<file path="src/hdl/fta_pkg.sv">
// Shared types, widths and constants for the fan tachometer speed averager.
// Used by fta_ring, fta_div, fta_core and fan_tachometer_rpm_average.
package fta_pkg;

  localparam int MAX_WINDOW_DEF = 16;

  localparam int TIME_W  = 48;
  localparam int COUNT_W = 15;
  localparam int SPEED_W = 15;
  localparam int TOTAL_W = 19;
  localparam int LEN_W   = 5;
  localparam int SCALE_W = 26;
  localparam int PROD_W  = SCALE_W + COUNT_W;

  localparam logic [LEN_W-1:0]   WINDOW_RESET = 5'd16;
  localparam logic [SCALE_W-1:0] SCALE_RESET  = 26'd15000000;
  localparam logic [SPEED_W-1:0] SPEED_MAX    = 15'h7FFF;
  localparam logic [15:0]        EDGE_MOD     = 16'd32767;
  localparam logic [15:0]        EDGE_MOD2    = 16'd65534;

  localparam logic OP_START  = 1'b0;
  localparam logic OP_SAMPLE = 1'b1;

  localparam int DIV_STEPS = SPEED_W;
  localparam int DIV_CNT_W = $clog2(DIV_STEPS);

  function automatic int idx_width(input int depth);
    return (depth > 1) ? $clog2(depth) : 1;
  endfunction

  typedef struct packed {
    logic                 operation;
    logic [TIME_W-1:0]    timestamp_us;
    logic [COUNT_W-1:0]   pulse_count;
  } fta_in_t;

  typedef struct packed {
    logic [SPEED_W-1:0]   average_rpm;
    logic [SPEED_W-1:0]   instant_rpm;
    logic [COUNT_W-1:0]   latest_count;
    logic                 speed_clipped;
  } fta_out_t;

  typedef struct packed {
    logic [TIME_W-1:0]    time_us;
    logic [COUNT_W-1:0]   count;
    logic [SPEED_W-1:0]   speed;
  } fta_entry_t;

  typedef struct packed {
    logic [LEN_W-1:0]     window_length;
    logic [SCALE_W-1:0]   rpm_scale;
  } fta_cfg_t;

  typedef struct packed {
    logic                 start;
    logic [TIME_W-1:0]    rem_init;
    logic [SPEED_W-1:0]   dividend;
    logic [TIME_W-1:0]    divisor;
  } fta_div_req_t;

  typedef struct packed {
    logic                 done;
    logic [SPEED_W-1:0]   quotient;
  } fta_div_rsp_t;

  typedef enum logic [3:0] {
    ST_IDLE,
    ST_MOD,
    ST_READ,
    ST_CALC,
    ST_SAT,
    ST_DIV_SPD,
    ST_UPD,
    ST_AVG,
    ST_DIV_AVG,
    ST_DONE
  } fta_state_t;

endpackage

</file>
<file path="src/hdl/fta_ring.sv">
// Ring memory: one entry of time, edge count and speed per window slot.
// Synchronous write, registered read. Depends on fta_pkg.
module fta_ring #(
  parameter int MAX_WINDOW = fta_pkg::MAX_WINDOW_DEF
) (
  input  logic                                          clk,
  input  logic                                          wr_en,
  input  logic [fta_pkg::idx_width(MAX_WINDOW)-1:0]     wr_addr,
  input  fta_pkg::fta_entry_t                           wr_data,
  input  logic                                          rd_en,
  input  logic [fta_pkg::idx_width(MAX_WINDOW)-1:0]     rd_addr,
  output fta_pkg::fta_entry_t                           rd_data
);

  fta_pkg::fta_entry_t mem [MAX_WINDOW];
  fta_pkg::fta_entry_t rd_data_r;

  always_ff @(posedge clk) begin
    if (wr_en) begin
      mem[wr_addr] <= wr_data;
    end
  end

  always_ff @(posedge clk) begin
    if (rd_en) begin
      rd_data_r <= mem[rd_addr];
    end
  end

  assign rd_data = rd_data_r;

endmodule

</file>
<file path="src/hdl/fta_div.sv">
// Serial restoring divider, one quotient bit per cycle, 15 steps.
// Caller guarantees rem_init < divisor so the quotient fits 15 bits. Depends on fta_pkg.
module fta_div (
  input  logic                  clk,
  input  logic                  rst_n,
  input  fta_pkg::fta_div_req_t req,
  output fta_pkg::fta_div_rsp_t rsp
);

  localparam int TW = fta_pkg::TIME_W;
  localparam int QW = fta_pkg::SPEED_W;
  localparam int CW = fta_pkg::DIV_CNT_W;

  logic          busy_r, busy_nxt;
  logic          done_r, done_nxt;
  logic [CW-1:0] cnt_r, cnt_nxt;
  logic [TW-1:0] rem_r, rem_nxt;
  logic [QW-1:0] quo_r, quo_nxt;
  logic [TW-1:0] dvs_r, dvs_nxt;
  logic [TW:0]   trial;
  logic [TW:0]   diff;
  logic          ge;

  assign trial = {rem_r, quo_r[QW-1]};
  assign ge    = trial >= {1'b0, dvs_r};
  assign diff  = trial - {1'b0, dvs_r};

  always_comb begin
    busy_nxt = busy_r;
    done_nxt = 1'b0;
    cnt_nxt  = cnt_r;
    rem_nxt  = rem_r;
    quo_nxt  = quo_r;
    dvs_nxt  = dvs_r;
    if (req.start) begin
      busy_nxt = 1'b1;
      cnt_nxt  = '0;
      rem_nxt  = req.rem_init;
      quo_nxt  = req.dividend;
      dvs_nxt  = req.divisor;
    end else if (busy_r) begin
      rem_nxt = ge ? diff[TW-1:0] : trial[TW-1:0];
      quo_nxt = {quo_r[QW-2:0], ge};
      cnt_nxt = cnt_r + CW'(1);
      if (cnt_r == CW'(fta_pkg::DIV_STEPS - 1)) begin
        busy_nxt = 1'b0;
        done_nxt = 1'b1;
      end
    end
  end

  always_ff @(posedge clk) begin
    if (!rst_n) begin
      busy_r <= 1'b0;
      done_r <= 1'b0;
      cnt_r  <= '0;
    end else begin
      busy_r <= busy_nxt;
      done_r <= done_nxt;
      cnt_r  <= cnt_nxt;
    end
  end

  always_ff @(posedge clk) begin
    rem_r <= rem_nxt;
    quo_r <= quo_nxt;
    dvs_r <= dvs_nxt;
  end

  assign rsp.done     = done_r;
  assign rsp.quotient = quo_r;

endmodule

</file>
<file path="src/hdl/fta_core.sv">
// Sequencer and datapath: ring read-modify-write, speed and average computation,
// entry valid bits and the output register. Depends on fta_pkg, fta_ring, fta_div.
module fta_core #(
  parameter int MAX_WINDOW = fta_pkg::MAX_WINDOW_DEF
) (
  input  logic              clk,
  input  logic              rst_n,
  input  fta_pkg::fta_cfg_t cfg,
  input  logic              in_valid,
  output logic              in_stall,
  input  fta_pkg::fta_in_t  in_data,
  output logic              out_valid,
  input  logic              out_stall,
  output fta_pkg::fta_out_t out_data
);

  localparam int IDX_W   = fta_pkg::idx_width(MAX_WINDOW);
  localparam int LEN_W   = fta_pkg::LEN_W;
  localparam int MW      = (IDX_W + 1 > LEN_W) ? IDX_W + 1 : LEN_W;
  localparam int TIME_W  = fta_pkg::TIME_W;
  localparam int COUNT_W = fta_pkg::COUNT_W;
  localparam int SPEED_W = fta_pkg::SPEED_W;
  localparam int TOTAL_W = fta_pkg::TOTAL_W;
  localparam int PROD_W  = fta_pkg::PROD_W;

  fta_pkg::fta_state_t      state_r, state_nxt;
  logic [MAX_WINDOW-1:0]    vld_r, vld_nxt;
  logic [IDX_W-1:0]         pos_r, pos_nxt;
  logic [TOTAL_W-1:0]       total_r, total_nxt;
  logic [TIME_W-1:0]        prime_time_r, prime_time_nxt;
  logic [COUNT_W-1:0]       prime_count_r, prime_count_nxt;
  logic                     out_valid_r, out_valid_nxt;

  fta_pkg::fta_in_t         item_r, item_nxt;
  logic [MW-1:0]            mod_r, mod_nxt;
  logic [PROD_W-1:0]        prod_r, prod_nxt;
  logic [TIME_W-1:0]        elapsed_r, elapsed_nxt;
  logic [SPEED_W-1:0]       old_speed_r, old_speed_nxt;
  logic [SPEED_W-1:0]       speed_r, speed_nxt;
  logic                     clip_r, clip_nxt;
  logic [SPEED_W-1:0]       avg_r, avg_nxt;
  fta_pkg::fta_out_t        out_data_r, out_data_nxt;

  logic [LEN_W-1:0]         eff_len;
  logic [IDX_W-1:0]         idx;
  logic                     accept;
  logic                     mod_ge;
  logic                     spd_zero;
  logic                     spd_sat;
  logic                     avg_sat;
  logic                     out_free;
  fta_pkg::fta_entry_t      rd_data;
  fta_pkg::fta_entry_t      old_entry;
  fta_pkg::fta_entry_t      wr_data;
  logic                     rd_en;
  logic                     wr_en;
  logic [15:0]              edge_diff;
  logic [COUNT_W-1:0]       edges;
  fta_pkg::fta_div_req_t    div_req;
  fta_pkg::fta_div_rsp_t    div_rsp;

  always_comb begin
    if (cfg.window_length == '0) begin
      eff_len = LEN_W'(1);
    end else if (32'(cfg.window_length) > 32'(MAX_WINDOW)) begin
      eff_len = LEN_W'(MAX_WINDOW);
    end else begin
      eff_len = cfg.window_length;
    end
  end

  assign idx      = mod_r[IDX_W-1:0];
  assign accept   = in_valid && !in_stall;
  assign in_stall = (state_r != fta_pkg::ST_IDLE);
  assign mod_ge   = mod_r >= MW'(eff_len);
  assign spd_zero = (elapsed_r == '0);
  assign spd_sat  = TIME_W'(prod_r[PROD_W-1:SPEED_W]) >= elapsed_r;
  assign avg_sat  = LEN_W'(total_r[TOTAL_W-1:SPEED_W]) >= eff_len;
  assign out_free = !out_valid_r || !out_stall;

  // unwritten slot reads as the primed time and count with speed zero
  always_comb begin
    if (vld_r[idx]) begin
      old_entry = rd_data;
    end else begin
      old_entry.time_us = prime_time_r;
      old_entry.count   = prime_count_r;
      old_entry.speed   = '0;
    end
  end

  // edges since the oldest slot, mod 32767
  assign edge_diff = fta_pkg::EDGE_MOD + 16'(item_r.pulse_count) - 16'(old_entry.count);
  always_comb begin
    if (edge_diff >= fta_pkg::EDGE_MOD2) begin
      edges = '0;
    end else if (edge_diff >= fta_pkg::EDGE_MOD) begin
      edges = COUNT_W'(edge_diff - fta_pkg::EDGE_MOD);
    end else begin
      edges = edge_diff[COUNT_W-1:0];
    end
  end

  assign rd_en           = (state_r == fta_pkg::ST_READ);
  assign wr_en           = (state_r == fta_pkg::ST_UPD);
  assign wr_data.time_us = item_r.timestamp_us;
  assign wr_data.count   = item_r.pulse_count;
  assign wr_data.speed   = speed_r;

  always_comb begin
    div_req = '0;
    if (state_r == fta_pkg::ST_SAT && !spd_zero && !spd_sat) begin
      div_req.start    = 1'b1;
      div_req.rem_init = TIME_W'(prod_r[PROD_W-1:SPEED_W]);
      div_req.dividend = prod_r[SPEED_W-1:0];
      div_req.divisor  = elapsed_r;
    end else if (state_r == fta_pkg::ST_AVG && !avg_sat) begin
      div_req.start    = 1'b1;
      div_req.rem_init = TIME_W'(total_r[TOTAL_W-1:SPEED_W]);
      div_req.dividend = total_r[SPEED_W-1:0];
      div_req.divisor  = TIME_W'(eff_len);
    end
  end

  always_comb begin
    state_nxt = state_r;
    unique case (state_r)
      fta_pkg::ST_IDLE: begin
        if (accept) begin
          state_nxt = (in_data.operation == fta_pkg::OP_START) ? fta_pkg::ST_DONE
                                                              : fta_pkg::ST_MOD;
        end
      end
      fta_pkg::ST_MOD: begin
        if (!mod_ge) begin
          state_nxt = fta_pkg::ST_READ;
        end
      end
      fta_pkg::ST_READ:    state_nxt = fta_pkg::ST_CALC;
      fta_pkg::ST_CALC:    state_nxt = fta_pkg::ST_SAT;
      fta_pkg::ST_SAT: begin
        state_nxt = (spd_zero || spd_sat) ? fta_pkg::ST_UPD : fta_pkg::ST_DIV_SPD;
      end
      fta_pkg::ST_DIV_SPD: begin
        if (div_rsp.done) begin
          state_nxt = fta_pkg::ST_UPD;
        end
      end
      fta_pkg::ST_UPD:     state_nxt = fta_pkg::ST_AVG;
      fta_pkg::ST_AVG: begin
        state_nxt = avg_sat ? fta_pkg::ST_DONE : fta_pkg::ST_DIV_AVG;
      end
      fta_pkg::ST_DIV_AVG: begin
        if (div_rsp.done) begin
          state_nxt = fta_pkg::ST_DONE;
        end
      end
      fta_pkg::ST_DONE: begin
        if (out_free) begin
          state_nxt = fta_pkg::ST_IDLE;
        end
      end
      default:             state_nxt = fta_pkg::ST_IDLE;
    endcase
  end

  always_comb begin
    vld_nxt         = vld_r;
    pos_nxt         = pos_r;
    total_nxt       = total_r;
    prime_time_nxt  = prime_time_r;
    prime_count_nxt = prime_count_r;
    out_valid_nxt   = out_valid_r && out_stall;
    item_nxt        = item_r;
    mod_nxt         = mod_r;
    prod_nxt        = prod_r;
    elapsed_nxt     = elapsed_r;
    old_speed_nxt   = old_speed_r;
    speed_nxt       = speed_r;
    clip_nxt        = clip_r;
    avg_nxt         = avg_r;
    out_data_nxt    = out_data_r;
    unique case (state_r)
      fta_pkg::ST_IDLE: begin
        if (accept) begin
          item_nxt = in_data;
          mod_nxt  = MW'(pos_r) + MW'(1);
          if (in_data.operation == fta_pkg::OP_START) begin
            vld_nxt         = '0;
            pos_nxt         = '0;
            total_nxt       = '0;
            prime_time_nxt  = in_data.timestamp_us;
            prime_count_nxt = in_data.pulse_count;
            speed_nxt       = '0;
            clip_nxt        = 1'b0;
            avg_nxt         = '0;
          end
        end
      end
      fta_pkg::ST_MOD: begin
        if (mod_ge) begin
          mod_nxt = mod_r - MW'(eff_len);
        end
      end
      fta_pkg::ST_READ: begin
      end
      fta_pkg::ST_CALC: begin
        elapsed_nxt   = item_r.timestamp_us - old_entry.time_us;
        prod_nxt      = PROD_W'(cfg.rpm_scale) * PROD_W'(edges);
        old_speed_nxt = old_entry.speed;
      end
      fta_pkg::ST_SAT: begin
        if (spd_zero) begin
          speed_nxt = '0;
          clip_nxt  = 1'b1;
        end else if (spd_sat) begin
          speed_nxt = fta_pkg::SPEED_MAX;
          clip_nxt  = 1'b1;
        end else begin
          clip_nxt  = 1'b0;
        end
      end
      fta_pkg::ST_DIV_SPD: begin
        if (div_rsp.done) begin
          speed_nxt = div_rsp.quotient;
        end
      end
      fta_pkg::ST_UPD: begin
        total_nxt    = total_r - TOTAL_W'(old_speed_r) + TOTAL_W'(speed_r);
        vld_nxt[idx] = 1'b1;
        pos_nxt      = idx;
      end
      fta_pkg::ST_AVG: begin
        if (avg_sat) begin
          avg_nxt = fta_pkg::SPEED_MAX;
        end
      end
      fta_pkg::ST_DIV_AVG: begin
        if (div_rsp.done) begin
          avg_nxt = div_rsp.quotient;
        end
      end
      fta_pkg::ST_DONE: begin
        if (out_free) begin
          out_valid_nxt              = 1'b1;
          out_data_nxt.average_rpm   = avg_r;
          out_data_nxt.instant_rpm   = speed_r;
          out_data_nxt.latest_count  = item_r.pulse_count;
          out_data_nxt.speed_clipped = clip_r;
        end
      end
      default: begin
      end
    endcase
  end

  always_ff @(posedge clk) begin
    if (!rst_n) begin
      state_r       <= fta_pkg::ST_IDLE;
      vld_r         <= '0;
      pos_r         <= '0;
      total_r       <= '0;
      prime_time_r  <= '0;
      prime_count_r <= '0;
      out_valid_r   <= 1'b0;
    end else begin
      state_r       <= state_nxt;
      vld_r         <= vld_nxt;
      pos_r         <= pos_nxt;
      total_r       <= total_nxt;
      prime_time_r  <= prime_time_nxt;
      prime_count_r <= prime_count_nxt;
      out_valid_r   <= out_valid_nxt;
    end
  end

  always_ff @(posedge clk) begin
    item_r      <= item_nxt;
    mod_r       <= mod_nxt;
    prod_r      <= prod_nxt;
    elapsed_r   <= elapsed_nxt;
    old_speed_r <= old_speed_nxt;
    speed_r     <= speed_nxt;
    clip_r      <= clip_nxt;
    avg_r       <= avg_nxt;
    out_data_r  <= out_data_nxt;
  end

  assign out_valid = out_valid_r;
  assign out_data  = out_data_r;

  fta_ring #(
    .MAX_WINDOW (MAX_WINDOW)
  ) u_ring (
    .clk     (clk),
    .wr_en   (wr_en),
    .wr_addr (idx),
    .wr_data (wr_data),
    .rd_en   (rd_en),
    .rd_addr (idx),
    .rd_data (rd_data)
  );

  fta_div u_div (
    .clk   (clk),
    .rst_n (rst_n),
    .req   (div_req),
    .rsp   (div_rsp)
  );

endmodule

</file>
<file path="src/hdl/fan_tachometer_rpm_average.sv">
// Sample item: ST_MOD, ST_READ, ST_CALC, ST_SAT, serial speed division, ST_UPD, ST_AVG,
// serial average division, ST_DONE; zero elapsed time or a saturated speed skips the first
// division, a saturated average the second. Each ring-index reduction (wrap to slot 0, or
// window shortened without a start) adds an ST_MOD pass. Start item: ST_DONE only. One item
// at a time: the next is taken the cycle after the result enters the output register.
// Reset (sync, rst_n low): window 16, scale 15000000, slots unwritten; needs fta_pkg, fta_core.
module fan_tachometer_rpm_average #(
  parameter int MAX_WINDOW = fta_pkg::MAX_WINDOW_DEF
) (
  input  logic              clk,
  input  logic              rst_n,
  input  logic              in_valid,
  output logic              in_stall,
  input  fta_pkg::fta_in_t  in_data,
  output logic              out_valid,
  input  logic              out_stall,
  output fta_pkg::fta_out_t out_data,
  input  logic              cfg_psel,
  input  logic              cfg_penable,
  input  logic              cfg_pwrite,
  input  logic [2:0]        cfg_paddr,
  input  logic [31:0]       cfg_pwdata,
  output logic [31:0]       cfg_prdata,
  output logic              cfg_pready
);

  localparam logic REG_WINDOW = 1'b0;
  localparam logic REG_SCALE  = 1'b1;

  logic [fta_pkg::LEN_W-1:0]   window_r, window_nxt;
  logic [fta_pkg::SCALE_W-1:0] scale_r, scale_nxt;
  logic                        cfg_wr;
  fta_pkg::fta_cfg_t           cfg;

  assign cfg_pready = 1'b1;
  assign cfg_wr     = cfg_psel && cfg_penable && cfg_pwrite && cfg_pready;

  always_comb begin
    window_nxt = window_r;
    scale_nxt  = scale_r;
    if (cfg_wr) begin
      unique case (cfg_paddr[2])
        REG_WINDOW: window_nxt = cfg_pwdata[fta_pkg::LEN_W-1:0];
        REG_SCALE:  scale_nxt  = cfg_pwdata[fta_pkg::SCALE_W-1:0];
        default:    window_nxt = window_r;
      endcase
    end
  end

  always_comb begin
    unique case (cfg_paddr[2])
      REG_WINDOW: cfg_prdata = 32'(window_r);
      REG_SCALE:  cfg_prdata = 32'(scale_r);
      default:    cfg_prdata = '0;
    endcase
  end

  always_ff @(posedge clk) begin
    if (!rst_n) begin
      window_r <= fta_pkg::WINDOW_RESET;
      scale_r  <= fta_pkg::SCALE_RESET;
    end else begin
      window_r <= window_nxt;
      scale_r  <= scale_nxt;
    end
  end

  assign cfg.window_length = window_r;
  assign cfg.rpm_scale     = scale_r;

  fta_core #(
    .MAX_WINDOW (MAX_WINDOW)
  ) u_core (
    .clk       (clk),
    .rst_n     (rst_n),
    .cfg       (cfg),
    .in_valid  (in_valid),
    .in_stall  (in_stall),
    .in_data   (in_data),
    .out_valid (out_valid),
    .out_stall (out_stall),
    .out_data  (out_data)
  );

`ifndef NO_ASSERTIONS
  a_one_item_at_a_time: assert property (@(posedge clk) disable iff (!rst_n)
    in_valid && !in_stall |=> in_stall)
    else $error("second item accepted while one is in flight");

  a_clip_value: assert property (@(posedge clk) disable iff (!rst_n)
    out_valid && out_data.speed_clipped |->
      out_data.instant_rpm == '0 || out_data.instant_rpm == fta_pkg::SPEED_MAX)
    else $error("clipped speed is neither zero nor saturated");

  a_start_result: assert property (@(posedge clk) disable iff (!rst_n)
    in_valid && !in_stall && !out_valid && in_data.operation == fta_pkg::OP_START
      |=> ##1 (out_valid && out_data.average_rpm == '0 && out_data.instant_rpm == '0 &&
               out_data.latest_count == $past(in_data.pulse_count, 2)))
    else $error("start item result wrong or late");
`endif

endmodule

</file>
<file path="config.mk">
export PLATFORM = sky130hd
export DESIGN_NAME = fan_tachometer_rpm_average
export DESIGN_NICKNAME = d
export VERILOG_FILES = /design/src/hdl/fta_pkg.sv /design/src/hdl/fta_ring.sv /design/src/hdl/fta_div.sv /design/src/hdl/fta_core.sv /design/src/hdl/fan_tachometer_rpm_average.sv
export SDC_FILE = /design/constraint.sdc
export NUM_CORES = 2
export LEC_CHECK = 0
export BUFFER_PORTS_ARGS = -buffer_cell sky130_fd_sc_hd__buf_2
export CAP_MARGIN = 20
export CORE_ASPECT_RATIO = 0.5
export CORE_MARGIN = 2
export CORE_UTILIZATION = 35
export CTS_CLUSTER_DIAMETER = 30
export DETAILED_ROUTE_END_ITERATION = 16
export SETUP_SLACK_MARGIN = 0.05
export SLEW_MARGIN = 20
export SYNTH_ARGS = -nofsm -noshare
export SYNTH_HDL_FRONTEND = slang
export SYNTH_SLANG_ARGS = --single-unit
export TNS_END_PERCENT = 30
</file>
<file path="constraint.sdc">
create_clock -name clk -period 32.3 [get_ports clk]
set_input_delay 0 -clock clk [delete_from_list [all_inputs] [get_ports clk]]
set_output_delay 0 -clock clk [all_outputs]
set_load 0.02 [all_outputs]
</file>
== Word-level counts from Yosys, hierarchy flattened ==
Memories as Yosys holds them, arrays and structs flattened. A register that Yosys moved wholly into a read port is not among the register bits.
Cells that the tools add are included.

* Register bits: 504
* RAM bits: 1248
* Bits of input ports: 106
* Memories kept: 1
* Output and inout bits: 81
* Word-level logic and storage cells: 171

{| class="wikitable"
|+ Memories
! name !! words !! width !! rd ports !! clocked after Yosys merged registers in !! wr ports !! line !! RTL
|-
| u_core.u_ring.mem || 16 || 78 || 1 || 1 || 1 || fta_ring.sv:15 || <nowiki>fta_pkg::fta_entry_t mem [MAX_WINDOW];</nowiki>
|}

* Multiply operators: 1
* Add/sub/neg operators: 10
* Eq/ne operators: 19
* Order comparisons: 9
* Multiplexer cells: 59
* Reductions and logical operators: 39
* Bitwise gates (word level): 5

{| class="wikitable"
|+ Operators with widths
! operator !! number
|-
| two-way mux 112 bit || 2
|-
| two-way mux 15 bit || 10
|-
| two-way mux 48 bit || 3
|-
| subtractor 48 bit || 2
|-
| one-hot mux 15 bit (3 select lines) || 2
|-
| two-way mux 78 bit || 1
|-
| one-hot mux 32 bit (2 select lines) || 1
|-
| greater-or-equal comparator 49 x 48 -> 1 bit || 1
|-
| greater-or-equal comparator 26 x 48 -> 1 bit || 1
|-
| zero test 48 bit || 1
|-
| multiplier 26 x 15 -> 41 bit || 1
|-
| one-hot mux 4 bit (10 select lines) || 1
|-
| two-way mux 19 bit || 2
|-
| one-hot mux 19 bit (2 select lines) || 1
|-
| two-way mux 16 bit || 2
|-
| two-way mux 4 bit || 8
|-
| one-hot mux 16 bit (2 select lines) || 1
|-
| two-way mux 5 bit || 4
|-
| adder 19 x 15 -> 19 bit || 1
|-
| subtractor 19 x 15 -> 19 bit || 1
|-
| adder 15 x 15 -> 16 bit (first input constant) || 1
|-
| equality test 4 x 3 -> 1 bit (second input constant) || 4
|-
| greater-or-equal comparator 16 x 15 -> 1 bit (second input constant) || 1
|-
| greater-or-equal comparator 16 bit (second input constant) || 1
|-
| 38 further kinds || 89
|}

== Logic depth before layout (Yosys ltp) ==
* Depth after elaboration: 9
* Depth in mapped cells: 45

== Modules after synthesis ==
Synthesis repeated with hierarchy kept, for this count alone.

* Cell total of the unflattened synthesis: 6812
* Area, all modules: 93682.3 sq um

{| class="wikitable"
|+ Modules (own cells, without submodules)
! module !! cells each !! area each (sq um) !! sequential area each (sq um) !! instances
|-
| fta_ring || 2004 || 49044.5 || 39818.2 || 1
|-
| fta_core || 3818 || 35198.8 || 9619.2 || 1
|-
| fta_div || 821 || 7856.3 || 3453.3 || 1
|-
| fan_tachometer_rpm_average || 169 || 1582.8 || 620.6 || 1
|}

== Worst setup path after synthesis ==
OpenSTA, ideal clock, no wires.

* Path kind: register to register
* Start: register u_core.mod_r[0]
* End: register u_core.prod_r[37], data pin
* Cell stages (with the launch flop): 41
* Data arrival time: 11170 ps
* Path slack: 20856 ps
* Path buffers: 6
* Clock period less this slack: 11444 ps
* Library setup time: 274 ps
* Cell sequence: edfxtp_1 clkbuf_1 mux4_2 mux4_2 clkbuf_1 clkbuf_1 buf_1 mux2i_1 ha_1 a2111oi_0 o211ai_1 a31o_2 xor2_1 nand4_1 or2_1 buf_4 nor4_1 o21a_1 [... 5 more ...] inv_1 fa_1 fa_1 fa_1 inv_1 fa_1 inv_1 ha_1 a21oi_1 nor2b_1 or4_1 a21o_1 a21oi_1 o21ai_0 a21oi_1 a311oi_1 a2111oi_0 a211oi_1

* Longest elaborated chain between the ends: 8
* Elaborated cells between the ends (all ways): 10
* Classes of those cells: 2 x add/sub; 1 x mul; 2 x order compare; 5 x mux

{| class="wikitable"
|+ RTL lines
! what !! line !! RTL
|-
| from (decl) || fta_core.sv:35 || <nowiki>logic [MW-1:0] mod_r, mod_nxt;</nowiki>
|-
| from (signal assigned) || fta_core.sv:279 || <nowiki>mod_r <= mod_nxt;</nowiki>
|-
| binary-select mux 1 bit (select 4 bit) (*) || fta_core.sv:83 || <nowiki>if (vld_r[idx]) begin</nowiki>
|-
| two-way mux 1 bit (not written as such) (*) || fta_core.sv:83 ||
|-
| two-way mux 78 bit (*) || fta_core.sv:83 ||
|-
| subtractor 16 x 15 -> 16 bit (*) || fta_core.sv:93 || <nowiki>assign edge_diff = fta_pkg::EDGE_MOD + 16'(item_r.pulse_count) - 16'(old_entry.count);</nowiki>
|-
| subtractor 15 bit or greater-or-equal comparator 16 x 15 -> 1 bit (tied branches) || fta_core.sv:98, fta_core.sv:97 ||
|-
| two-way mux 15 bit || fta_core.sv:97 || <nowiki>end else if (edge_diff >= fta_pkg::EDGE_MOD) begin</nowiki>
|-
| two-way mux 15 bit (*) || fta_core.sv:95 || <nowiki>if (edge_diff >= fta_pkg::EDGE_MOD2) begin</nowiki>
|-
| multiplier 26 x 15 -> 41 bit (*) || fta_core.sv:209 || <nowiki>prod_nxt = PROD_W'(cfg.rpm_scale) * PROD_W'(edges);</nowiki>
|-
| to (signal assigned) || fta_core.sv:280 || <nowiki>prod_r <= prod_nxt;</nowiki>
|-
| to (decl) || fta_core.sv:36 || <nowiki>logic [PROD_W-1:0] prod_r, prod_nxt;</nowiki>
|}

Every way passes the cells marked *; elsewhere a longest branch is shown, timed or not. The select of a mux whose other input is x is not followed.
A chain may end at the register's enable or synchronous reset.

== Final worst setup path ==
* Start: register u_core.mod_r[0]
* End: register u_core.prod_r[39], data pin

Same word-level chain as after synthesis.

==> flow_summary_export.csv <==
group,metric,value,unit
floorplanning,pin_count,187,
worst_setup_path,cp_common_cell,"fa_1",
floorplanning,rows,132,
timing,period_minus_slack,14.43,ns
floorplanning,dieArea,264000,um2
synth,synthFlopType,"edfxtp_1",
synth,synth_seq_cells,1830,
clock_network,cts_tree,"yes",
grt,grt_pass1_wl,367000,um
final_layout,syn_to_final_growth,19.4,%
worst_setup_path,worstPathMaxFanout,107,
floorplanning,die_w,725,um
worst_setup_path,crit_slowest_cell,"mux4_4",
timing,skew,0.107,ns
floorplanning,start_util,35.2,%
synth,synthCells,6233,
run_status,outcome,"finished, final reports clean",
worst_setup_path,startpoint_type,"flip-flop",
synth,synth-warning-count,0,
timing,fin_crit_sh,44.7,%
synth,ys_types,93,
synth,synth-async-reset-ratio,0,%
grt,overflow,0,
synth,syn_area,91000,um2
timing,finalHoldViolCount,0,
grt,grt_max_degree,146,
job,max_cap_viol_count,0,
clock_network,cts_root_buf,"clkbuf_16",
detailed_routing,vias_per_cell,5.31,
clock_network,cts_num_sinks,1830,
place,hpwlAfterDp,152000,um
final_layout,drive_gt1_share,18.5,%
clock_network,clk_pin_slew_worst_paths,0.06,ns
place,io_buffers,171,
worst_setup_path,crit_path_max_incr_delay,0.88,ns
worst_setup_path,crit_required,32.85,ns
timing,finalSetupViolations,0,
clock_network,clock_path_buffers,4,
clock_network,cts_setup_buffers,0,
timing,setup_tns,0,ns
final_layout,layout.nets,7416,
timing,fmax,69.3,MHz
detailed_routing,drt-initial-drc-count,5763,
worst_setup_path,arrival,14.98,ns
detailed_routing,via_count,55487,
grt,grt_pass1_vias,55520,
synth,syn_avg_cell_area,14.6,um2
place,gp_congestion,0.863,
floorplanning,die_y,364,um
clock_network,cts_made_buffers,303,
timing,rsz0062_at_grt,"false",
worst_hold_path,hold_path_class,"input port to flip-flop",
final_layout,nFillCells,23285,
detailed_routing,drtAntennaViolNets,0,
grt,antenna_found_initial,15,
detailed_routing,drc,0,
timing,slew_viol_final,0,
synth,synth_edf_count,1686,
grt,grt_usage,18.4,%
worst_setup_path,critical_path_class,"flip-flop to flip-flop",
clock_network,htreeDepth,5,
clock_network,insertion_delay,0.85,ns
synth,ys_seq_area_share,58.8,%
timing,slew_headroom,22.3,%
detailed_routing,routedWlPerCell,23.7,um
worst_setup_path,end_kind,"flip-flop",
detailed_routing,dr.pass1.iters,8,
detailed_routing,routed_wl,248000,um
floorplanning,core_area,259000,um2
timing,worst_slew_pin_slew,1.17,ns
==> per-stage QoR <==
step                      hold slack, ns  instances  cell area [um2]  setup WS, ns  utilization [%]
after floorplan                   0.0989       6238            91000         20.86                -
after CTS                      0.0000746      10434           109000         17.95             42.0
after global placement             0.194       9687            96100         18.06             37.1
after global routing              0.0144      10437           109000         16.82             42.0
after detailed placement           0.194       9687            96100         18.05             37.1
final                             0.0216      10440           109000         17.87             42.0
==> state kept, by name (all words and copies together), names as in the netlist, 16 cells and up <==
signal / count
u_core.u_ring.rd_data: 78
scale_r: 26
u_core.u_div.dvs_r: 48
u_core.u_ring.mem: 1248
u_core.out_data: 46
u_core.vld_r: 16
u_core.item_r: 63
u_core.elapsed_r: 48
u_core.prod_r: 41
u_core.prime_time_r: 48
u_core.total_r: 19
u_core.u_div.rem_r: 48
==> layer usage <==
| metal | up-vias | global-route usage, % | wire length, um |
|---|---|---|---|
| met3 | 354 | 3.14 | 18200 |
| met1 | 28667 | 25.8 | 107000 |
| li1 | 24344 | - | - |
| met4 | 0 | 5.16 | 6580 |
| met5 | - | 0 | 0 |
| met2 | 2122 | 29.7 | 116000 |
==> path summary, 6_finish.rpt <==
| path | cells past startpoint | slack (ns) | from | endpoint |
|---|---|---|---|---|
| setup / recovery | 34 | 17.87 | u_core.mod_r[0] | u_core.prod_r[39] |
| hold / removal | 4 | 0.02 | in_data[9] | u_core.prime_count_r[9] |
| setup reg to reg | 34 | 17.87 | u_core.mod_r[0] | u_core.prod_r[39] |
| hold reg to reg | 0 | 0.41 | u_core.avg_r[2] | u_core.out_data[33] |
==> kinds of logic after synthesis <==
logic type | synth area share [%]
AO/OA/AOI/OAI | 6.67
XOR/XNOR | 1.39
adder cells (fa/ha/maj) | 11.0
buffers and inverters | 3.72
flip-flops | 58.8
multiplexers | 10.8
other | 0.00826
AND/OR/NAND/NOR | 7.60
==> cell usage after synthesis, drive strengths merged (96+ instances only) <==
| cell type | n | share of area (%) |
|---|---|---|
| mux4 | 395 | 9.8 |
| nand2 | 451 | 1.9 |
| nand3 | 207 | 1.1 |
| clkbuf | 247 | 1.0 |
| and2 | 124 | 0.85 |
| inv | 541 | 2.2 |
| fa | 329 | 7.2 |
| dfxtp | 144 | 3.2 |
| ha | 274 | 3.8 |
| a21boi | 96 | 0.79 |
| edfxtp | 1686 | 56 |
| a21oi | 203 | 1.1 |
| o21ai | 133 | 0.74 |
| a21o | 109 | 0.90 |
| nor2 | 258 | 1.1 |
==> layout make-up <==
class                   count  area (um2)  share of cell area [%]
flip-flops and latches   1830       53500                    49.3
multi-input cells        3535       34300                    31.6
clock buffers             338        7920                    7.29
well taps                3484        4360                    4.01
repair buffers            495        3830                    3.53
clock inverters           212        2630                    2.42
inverters                 542        2040                    1.88
diodes                      4        10.0                 0.00922
==> critical path, delay by kind of cell, from the launching register on <==
family                     cells  cell delay (ns)
muxes                          3             1.95
DFF                            1             0.41
and+or+nand+nor                7             2.28
xor gates and xnor gates       1             0.34
buffers and inverters          6             1.48
AOI/OAI and AO/OA              9             3.89
adders and majority gates      8             3.66
==> placed cells by master, fill, tap and decap left out, types with 88 or more instances in the layout <==
master,netlist,final
edfxtp_1,1686,1686
inv_1,541,540
nand2_1,451,450
mux4_2,395,394
fa_1,329,329
clkbuf_16,0,308
ha_1,274,274
nor2_1,257,247
nand3_1,206,205
a21oi_1,202,201
dlygate4sd3_1,0,198
buf_2,29,170
dfxtp_1,144,144
o21ai_0,123,123
and2_1,123,123
buf_4,10,123
a21o_1,109,109
a21boi_0,96,96
xnor2_1,88,88
==> timing repair <==
action	in CTS	in global routing
resized for setup	0	0
endpoints found under the hold margin	233	1
hold buffers	197	1
Power is not shown: default switching activity piles up to over one toggle a cycle in this logic, so the estimate is an artifact.
